===== src/design/assert_macros.svh =====
// Assertion macros used by the top level of the pattern replace block.
`ifndef ASSERT_MACROS_SVH
`define ASSERT_MACROS_SVH

// The antecedent holds in a cycle, so the consequent must hold in the same cycle.
`define CHK_SAME(lbl, clk_s, rstn_s, ante, cons) \
    lbl: assert property (@(posedge clk_s) disable iff (!rstn_s) (ante) |-> (cons)) \
        else $error("same-cycle check failed");

// The antecedent holds in a cycle, so the consequent must hold in the next cycle.
`define CHK_NEXT(lbl, clk_s, rstn_s, ante, cons) \
    lbl: assert property (@(posedge clk_s) disable iff (!rstn_s) (ante) |=> (cons)) \
        else $error("next-cycle check failed");

`endif


===== src/design/fmbpr_pkg.sv =====
// Package of constants and types for the byte pattern replace block.
`default_nettype none

package fmbpr_pkg;

    localparam int MAX_PATTERN_DEF = 8;
    localparam int BYTE_W          = 8;
    localparam int LEN_W           = 4;
    localparam int SEL_W           = 3;
    localparam int CFG_W           = 64;
    localparam int CFG_IDX_W       = 2;

    // Configuration register indexes.
    localparam logic [CFG_IDX_W-1:0] REG_PATTERN     = 2'd0;
    localparam logic [CFG_IDX_W-1:0] REG_REPLACEMENT = 2'd1;
    localparam logic [CFG_IDX_W-1:0] REG_LENGTH      = 2'd2;

    // Contents of one cell of the chain.
    typedef struct packed {
        logic              valid;
        logic              done;
        logic              last;
        logic              rep;
        logic [BYTE_W-1:0] data;
    } link_t;

    // Broadcast control from the top level to every cell.
    typedef struct packed {
        logic shift;
        logic pop;
        logic do_rep;
        logic new_rep;
        logic flush;
    } cell_ctrl_t;

endpackage

`default_nettype wire


===== src/design/first_match_byte_pattern_replace_top.sv =====
// Top level of the first-match byte pattern search and replace block.
//
// Usage: the bytes of a region arrive on the input channel (data_byte, with
// last_byte set on the final one), moved by in_valid and in_stall; an item is
// taken at a clock edge with in_valid high and in_stall low. Rewritten bytes
// leave on the output channel (out_byte, out_last, was_replaced) under
// out_valid and out_stall in the same way, in their original order. Throughput
// is one item per cycle in steady state unless the receiver stalls. A byte
// stays in the window until pattern_length - 1 younger bytes have arrived;
// it then leaves once it is oldest and the output register is free. The last
// byte of a region releases the whole window, which drains at one item per
// cycle unless the receiver stalls, while the next region is already being
// taken in. The chain has MAX_PATTERN + 1 cells; in_stall is raised only
// while the oldest cell is occupied, which takes a long receiver stall. A
// stalled output item holds its value. Reset empties the chain and sets the
// registers to pattern 0, replacement 0 and length 1. Configuration must be
// written through cfg_we, cfg_index and cfg_wdata only while no region is in
// flight; the block does not enforce this. Unknown indexes are ignored.
`default_nettype none

module first_match_byte_pattern_replace_top #(
    parameter int MAX_PATTERN = fmbpr_pkg::MAX_PATTERN_DEF
) (
    input  logic                               clk,
    input  logic                               rst_n,
    input  logic                               cfg_we,
    input  logic [fmbpr_pkg::CFG_IDX_W-1:0]    cfg_index,
    input  logic [fmbpr_pkg::CFG_W-1:0]        cfg_wdata,
    input  logic                               in_valid,
    output logic                               in_stall,
    input  logic [fmbpr_pkg::BYTE_W-1:0]       data_byte,
    input  logic                               last_byte,
    output logic                               out_valid,
    input  logic                               out_stall,
    output logic [fmbpr_pkg::BYTE_W-1:0]       out_byte,
    output logic                               out_last,
    output logic                               was_replaced
);

`include "assert_macros.svh"

    localparam int N_CELLS = MAX_PATTERN + 1;
    localparam logic [fmbpr_pkg::LEN_W-1:0] MAX_LEN = fmbpr_pkg::LEN_W'(MAX_PATTERN);

    // Configuration registers.
    logic [fmbpr_pkg::CFG_W-1:0]   pattern_reg;
    logic [fmbpr_pkg::CFG_W-1:0]   replacement_reg;
    logic [fmbpr_pkg::LEN_W-1:0]   plen_reg;
    logic [fmbpr_pkg::LEN_W-1:0]   eff_len;

    logic                          match_done_reg;
    logic                          match_done_next;

    logic                          out_valid_reg;
    logic                          out_valid_next;
    logic [fmbpr_pkg::BYTE_W-1:0]  out_byte_reg;
    logic                          out_last_reg;
    logic                          out_rep_reg;

    fmbpr_pkg::cell_ctrl_t         ctrl;
    fmbpr_pkg::link_t              head;
    fmbpr_pkg::link_t              links [N_CELLS];
    fmbpr_pkg::link_t              top_link;
    logic [N_CELLS-1:0]            hits;
    logic [N_CELLS-1:0]            tops;
    logic [N_CELLS-1:0]            valid_vec;
    logic                          shift;
    logic                          pop;
    logic                          do_rep;

    always_ff @(posedge clk or negedge rst_n)
    begin
        if (!rst_n)
        begin
            pattern_reg     <= '0;
            replacement_reg <= '0;
            plen_reg        <= fmbpr_pkg::LEN_W'(1);
        end
        else if (cfg_we)
        begin
            case (cfg_index)
                fmbpr_pkg::REG_PATTERN:     pattern_reg     <= cfg_wdata;
                fmbpr_pkg::REG_REPLACEMENT: replacement_reg <= cfg_wdata;
                fmbpr_pkg::REG_LENGTH:      plen_reg        <= cfg_wdata[fmbpr_pkg::LEN_W-1:0];
                default:                    ;
            endcase
        end
    end

    // A length of zero behaves as one, and a length beyond MAX_PATTERN is clamped to it.
    always_comb
    begin
        if (plen_reg == '0)
        begin
            eff_len = fmbpr_pkg::LEN_W'(1);
        end
        else if (plen_reg > MAX_LEN)
        begin
            eff_len = MAX_LEN;
        end
        else
        begin
            eff_len = plen_reg;
        end
    end

    // The oldest cell must be empty before the chain can move up by one.
    assign in_stall = links[N_CELLS-1].valid;
    assign shift    = in_valid & ~in_stall;

    // A match needs every cell within the pattern length to agree, and only
    // the first match of a region is replaced.
    assign do_rep = shift & ~match_done_reg & (&hits);

    assign head.valid = 1'b1;
    assign head.done  = 1'b0;
    assign head.last  = last_byte;
    assign head.rep   = 1'b0;
    assign head.data  = data_byte;

    assign ctrl.shift   = shift;
    assign ctrl.pop     = pop;
    assign ctrl.do_rep  = do_rep;
    assign ctrl.new_rep = last_byte & (match_done_reg | do_rep);
    // The last byte of a region releases every byte still held in the window.
    assign ctrl.flush   = last_byte;

    genvar gi;
    generate
        for (gi = 0; gi < N_CELLS; gi = gi + 1)
        begin : g_cell
            fmbpr_cell #(
                .POS (gi)
            ) u_cell (
                .clk         (clk),
                .rst_n       (rst_n),
                .ctrl        (ctrl),
                .eff_len     (eff_len),
                .pattern     (pattern_reg),
                .replacement (replacement_reg),
                .prev        ((gi == 0) ? head : links[(gi == 0) ? 0 : gi - 1]),
                .prev_top    ((gi == 0) ? 1'b0 : tops[(gi == 0) ? 0 : gi - 1]),
                .nxt_valid   ((gi == N_CELLS - 1) ? 1'b0
                                : links[(gi == N_CELLS - 1) ? gi : gi + 1].valid),
                .cur         (links[gi]),
                .is_top      (tops[gi]),
                .hit         (hits[gi])
            );
            assign valid_vec[gi] = links[gi].valid;
        end
    endgenerate

    // The oldest occupied cell feeds the output register once it has been
    // released from the window.
    always_comb
    begin
        top_link = '0;
        for (int p = 0; p < N_CELLS; p++)
        begin
            if (tops[p])
            begin
                top_link = top_link | links[p];
            end
        end
    end

    assign pop = top_link.valid & top_link.done & (~out_valid_reg | ~out_stall);

    always_comb
    begin
        match_done_next = match_done_reg;
        if (shift)
        begin
            match_done_next = last_byte ? 1'b0 : (match_done_reg | do_rep);
        end
    end

    always_comb
    begin
        if (pop)
        begin
            out_valid_next = 1'b1;
        end
        else if (!out_stall)
        begin
            out_valid_next = 1'b0;
        end
        else
        begin
            out_valid_next = out_valid_reg;
        end
    end

    always_ff @(posedge clk or negedge rst_n)
    begin
        if (!rst_n)
        begin
            match_done_reg <= 1'b0;
            out_valid_reg  <= 1'b0;
        end
        else
        begin
            match_done_reg <= match_done_next;
            out_valid_reg  <= out_valid_next;
        end
    end

    always_ff @(posedge clk)
    begin
        if (pop)
        begin
            out_byte_reg <= top_link.data;
            out_last_reg <= top_link.last;
            out_rep_reg  <= top_link.rep;
        end
    end

    assign out_valid    = out_valid_reg;
    assign out_byte     = out_byte_reg;
    assign out_last     = out_last_reg;
    assign was_replaced = out_rep_reg;

    // A stalled output item must never be overwritten by the chain.
    `CHK_SAME(a_no_pop_on_stall, clk, rst_n, out_valid_reg && out_stall, !pop)
    // The end of a region always clears the match flag.
    `CHK_NEXT(a_match_clear, clk, rst_n, shift && last_byte, !match_done_reg)
    // Occupied cells form an unbroken run starting at the youngest cell.
    `CHK_SAME(a_chain_packed, clk, rst_n, 1'b1,
        ((valid_vec + N_CELLS'(1)) & valid_vec) == '0)
    // The replaced flag only ever rides on the final byte of a region.
    `CHK_SAME(a_rep_on_last, clk, rst_n, out_valid && was_replaced, out_last)

endmodule

`default_nettype wire


===== src/design/fmbpr_cell.sv =====
// One cell of the byte chain: holds a byte, compares it and hands it on.
`default_nettype none

module fmbpr_cell #(
    parameter int POS = 0
) (
    input  logic                             clk,
    input  logic                             rst_n,
    input  fmbpr_pkg::cell_ctrl_t            ctrl,
    input  logic [fmbpr_pkg::LEN_W-1:0]      eff_len,
    input  logic [fmbpr_pkg::CFG_W-1:0]      pattern,
    input  logic [fmbpr_pkg::CFG_W-1:0]      replacement,
    input  fmbpr_pkg::link_t                 prev,
    input  logic                             prev_top,
    input  logic                             nxt_valid,
    output fmbpr_pkg::link_t                 cur,
    output logic                             is_top,
    output logic                             hit
);

    localparam logic [fmbpr_pkg::LEN_W-1:0] POS_L      = fmbpr_pkg::LEN_W'(POS);
    localparam logic [fmbpr_pkg::LEN_W-1:0] POS_NEXT_L = fmbpr_pkg::LEN_W'(POS + 1);
    localparam logic                        IS_HEAD    = (POS == 0);

    fmbpr_pkg::link_t                   link_reg;
    fmbpr_pkg::link_t                   link_next;
    logic [fmbpr_pkg::LEN_W-1:0]        idx_full;
    logic [fmbpr_pkg::SEL_W-1:0]        sel;
    logic [fmbpr_pkg::BYTE_W-1:0]       pat_byte;
    logic [fmbpr_pkg::BYTE_W-1:0]       rep_byte;
    logic                               in_window;
    logic                               in_match;

    // The incoming byte takes age POS; it lines up with pattern byte L-1-POS.
    assign idx_full  = eff_len - POS_NEXT_L;
    assign sel       = idx_full[fmbpr_pkg::SEL_W-1:0];
    assign pat_byte  = pattern[{sel, 3'b000} +: fmbpr_pkg::BYTE_W];
    assign rep_byte  = replacement[{sel, 3'b000} +: fmbpr_pkg::BYTE_W];
    assign in_match  = (POS_L < eff_len);
    assign in_window = prev.valid & ~prev.done;
    assign hit       = ~in_match | (in_window & (prev.data == pat_byte));

    assign cur    = link_reg;
    assign is_top = link_reg.valid & ~nxt_valid;

    always_comb
    begin
        link_next = link_reg;
        if (ctrl.shift)
        begin
            link_next.valid = prev.valid & ~(prev_top & ctrl.pop);
            link_next.data  = (ctrl.do_rep && in_match) ? rep_byte : prev.data;
            // A byte leaves the window once it is too old to be in a match,
            // or at once when the region ends.
            link_next.done  = prev.done | ctrl.flush | (POS_NEXT_L >= eff_len);
            link_next.last  = prev.last;
            link_next.rep   = prev.rep | (IS_HEAD & ctrl.new_rep);
        end
        else if (is_top && ctrl.pop)
        begin
            link_next.valid = 1'b0;
        end
    end

    always_ff @(posedge clk or negedge rst_n)
    begin
        if (!rst_n)
        begin
            link_reg <= '0;
        end
        else
        begin
            link_reg <= link_next;
        end
    end

endmodule

`default_nettype wire


===== config.mk =====
export PLATFORM = sky130hd
export DESIGN_NAME = first_match_byte_pattern_replace_top
export DESIGN_NICKNAME = d
export VERILOG_FILES = /design/src/design/fmbpr_pkg.sv /design/src/design/first_match_byte_pattern_replace_top.sv /design/src/design/fmbpr_cell.sv
export VERILOG_INCLUDE_DIRS = /design/src /design/src/design
export SDC_FILE = /design/constraint.sdc
export NUM_CORES = 1
export LEC_CHECK = 0
export BUFFER_PORTS_ARGS = -buffer_cell sky130_fd_sc_hd__buf_4
export CORE_MARGIN = 5
export CORE_UTILIZATION = 50
export CTS_CLUSTER_DIAMETER = 60
export DETAILED_ROUTE_END_ITERATION = 6
export HOLD_SLACK_MARGIN = 0.15
export PLACE_DENSITY_LB_ADDON = 0.12
export SYNTH_ARGS = -nofsm -noshare
export SYNTH_HDL_FRONTEND = slang
export SYNTH_HIERARCHICAL = 1
export SYNTH_SLANG_ARGS = --single-unit

===== constraint.sdc =====
create_clock -name clk -period 6.7 [get_ports clk]
set_input_delay 1.34 -clock clk [delete_from_list [all_inputs] [get_ports clk]]
set_output_delay 1.34 -clock clk [all_outputs]
set_load 0.02 [all_outputs]

==> summary.md <==
| Metric | Value |
|---|---|
| Outcome | finished clean |
| EDFF count, synth | 10 |
| Global-route wire length before repair | 110 mm |
| Largest family of logic cells by synthesized area | multiplexers |
| Vias after detailed routing | between 15,000 and 20,000 |
| Adder-Cell Fraction of Synth Area | 0.00464 |
| Max reg flops | about 110 |
| FF-to-FF setup slack | ~670 ps |
| Final wirelength | about 73 mm |
| Synth-to-Final Area Change | 9.70% |
| Final Power | ~10,000 µW |
| Share of cells above drive strength 1 | 0.395 |
| Max-slew headroom | 0.176 |
| Post-DP HPWL | 52.3 mm |
| Die area | about 0.047 mm² |
| Syn Std Cell Area | approximately 0.022 mm² |
| Hold Path End | g_cell[8].u_cell/cur[3] |
| Post-cts sizing count | 0 |
| Avg WL per Cell | approximately 32 µm |
| Maximum clock path buffer count | 3 |
| Largest delay share family, worst path | simple AND/OR/NAND/NOR gates |
| Initial DRT Pass Iterations | 6 |
| # setup viols final | 0 |
| RSZ-0062 raised after global routing | no |
| Setup_tns | 0 ps |
| CTS Hold Bufs | 0 |
| Max-slew violations | 0 |
| WP data arrival | around 6500 ps |
| GP Congestion | between 0.9 and 1 |
| CTS root buf | clkbuf_16 |
| Worst Reg-to-Reg Cells | 14 |
| Layout Skew | between 30 and 40 ps |
| Yosys warnings | 6 |
| Crit Path Class | reg2reg |
| Post-synth top flop | dfrtp_1 |
| Postcts setup bufs | 0 |
| CTS tree | built |
| Mux cell area share after synthesis | 0.480 |
| PwrDens | between 400 and 500 mW/mm² |
| Global route overflow | 0 |
| Post-synthesis compound-gate area fraction | 0.0692 |
| CTS buffer count | 34 |
| Avg Inst Size Synth | approximately 13 µm² |
| Number of synthesized register bits | approximately 250 |
| Worst slew pin tran | around 1200 ps |
| CP Launch Type | flip-flop |
| Sink Count | between 200 and 300 |
| Worst EP required | a little over 7000 ps |
| Fmax achieved | 166 MHz |
| Worst hold path class | reg2reg |
| Row cnt | between 70 and 80 |
| Die extent in x | approximately 220 µm |
| Fin util | 0.551 |
| CP max FO | 38 |
| H-Tree Level Count | 2 |
| Core area | 0.0429 mm² |
| First DRT Iteration DRCs | 2,018 |
| Buf+Inv Stages, Crit Path | 2 |
| Port bufs | 91 |
| Crit-path cells | nor2b_4, buf_4, buf_4, mux4_1, mux2_2, nor4b_2, o2111ai_1, o41ai_2, and4_1, nand3_1, nor2_1, and2_1, a21oi_1, mux2_2 |
| Slowest CP cell | and2_1 |
| Post-synthesis cell type count | 75 |
| Critical R2R Launch | plen_reg[3] |
| Register area share after synthesis | 0.295 |
| RR Endpoint | g_cell[7].u_cell/cur[2] |
| Fin nets | ~1,800 |
| Initial antenna violation count | 7 |
| Post-synthesis simple-gate area fraction | 0.0677 |
| Die Height | 218 µm |
| Final period demand of the worst path | 6030 ps |
| Starting density of the core | 0.503 |
| Cell count after synthesis | between 1,500 and 2,000 |
| Clock transition at path regs | ~60 ps |
| Top-level I/O count | around 90 |
| GRT Overall Usage | 0.308 |
| Vias in the first global route | 15,600 |
| Min-delay src | g_cell[8].u_cell/cur[3] |
| Endpoint class of the critical path | flip-flop |
| Clk_lat worst skew | around 560 ps |
| Vias per cell | 6.94 |
| Max IR drop VDD | 0.259 mV |
| Number of remaining DRC errors | 0 |
| Largest net degree at the start of global routing | approximately 150 |
| Leak | 0.00939 µW |
| Max cap viols | 0 |
| Filler cell count | roughly 3,600 |
| Hold Vio Cnt, Final | 0 |
| Xor and xnor area share after synthesis | 0.0374 |
| Crit-path max cell delay | around 700 ps |
| FFs w/ async S/R, synth | 0.960 |
| Fin crit share | 0.900 |
| Antenna Nets Post-Route | 0 |
| Worst Hold Depth | 1 |
[stage by stage]
step	cells	hold slack [ps]	worst slack [ps]	instance area, µm²
final	2319	509	671	23600
after global routing	2316	520	174	23600
after CTS	2316	509	699	23600
after detailed placement	2257	496	741	22500
after global placement	2257	492	947	22500
after floorplan	1674	480	1290	21600
[synthesized netlist by cell type (all sizes together) (4+ instances only)]
| cell | count | area share |
|---|---|---|
| xnor2 | 34 | 0.015 |
| a31oi | 6 | 0.0017 |
| edfxtp | 10 | 0.014 |
| clkbuf | 50 | 0.0088 |
| o2111ai | 4 | 0.0016 |
| ha | 8 | 0.0046 |
| and3 | 4 | 0.0013 |
| buf | 87 | 0.035 |
| mux2 | 240 | 0.14 |
| a21oi | 34 | 0.0079 |
| a22oi | 21 | 0.0073 |
| nand2b | 7 | 0.0020 |
| nand3b | 7 | 0.0024 |
| nor3b | 9 | 0.0034 |
| mux2i | 172 | 0.080 |
| nor2 | 40 | 0.0070 |
| nand4 | 8 | 0.0026 |
| a222oi | 12 | 0.0056 |
| o31ai | 4 | 0.0016 |
| dfrtp | 241 | 0.28 |
| xor2 | 52 | 0.023 |
| nor2b | 26 | 0.0075 |
| or3 | 5 | 0.0015 |
| o21ai | 81 | 0.019 |
| nand2 | 111 | 0.019 |
| o22ai | 9 | 0.0026 |
| inv | 10 | 0.0017 |
| a22o | 19 | 0.0077 |
| a221oi | 15 | 0.0064 |
| mux4 | 248 | 0.26 |
| nand3 | 28 | 0.0065 |
| nor3 | 15 | 0.0037 |
| and2 | 5 | 0.0015 |
| nor4b | 6 | 0.0030 |
[power by group]
| group | total [µW] | switching (µW) | internal, µW |
|---|---|---|---|
| Combinational | 5410 | 2730 | 2680 |
| Sequential | 3040 | 995 | 2040 |
| Clock | 1850 | 738 | 1110 |
| Total | 10300 | 4460 | 5830 |
[kinds of logic after synthesis]
family,Yosys count
buffers and inverters,148
adder cells (fa/ha/maj),8
XOR/XNOR,86
AND/OR/NAND/NOR,285
flip-flops,252
multiplexers,660
AO/OA/AOI/OAI,221
other,2
[worst max path at each step]
stage                     start                 endpoint  slack, ps  cells after the start
finish              plen_reg[3]  g_cell[7].u_cell/cur[2]        670                     14
global route        plen_reg[3]  g_cell[4].u_cell/cur[6]        170                     15
CTS                 plen_reg[3]  g_cell[4].u_cell/cur[7]        700                     15
detailed placement  plen_reg[3]  g_cell[4].u_cell/cur[7]        740                     15
global placement    plen_reg[3]  g_cell[7].u_cell/cur[3]        950                     14
floorplan           plen_reg[0]  g_cell[7].u_cell/cur[1]       1290                     20
[cell type report]
type	instances	area, µm²	area share
inverter	10	37.5	0.00159
multi-input combinational	1274	14300	0.605
clock buffer	42	922	0.0390
tap	585	732	0.0310
timing repair buffer	136	1080	0.0456
antenna	3	7.51	0.000318
clock inverter	17	199	0.00841
sequential	252	6360	0.269
[cell usage in the layout, fill, tap and decap left out, drive strengths merged, types with 5 or more instances in the layout]
cell	count
a222oi	12
nor3b	9
nor2b	26
a221oi	15
edfxtp	10
mux2	240
o22ai	9
xor2	52
a21oi	34
xnor2	34
nor3	15
a31oi	6
buf	136
nand2b	7
nor2	40
clkinv	6
and2	5
inv	16
clkbuf	42
mux2i	172
a22o	19
o21ai	81
conb	14
nand3b	7
nand4	8
a22oi	21
nand2	111
mux4	248
ha	8
or3	5
dfrtp	241
nand3	28
nor4b	6
[metal layers]
| metal | part of all wire | GRT usage |
|---|---|---|
| met1 | 0.41 | 0.456 |
| met2 | 0.45 | 0.459 |
| met4 | 0.023 | 0.0710 |
| met3 | 0.12 | 0.0823 |
| met5 | 0.00036 | 0 |
Power figures use the tool's default switching activity.
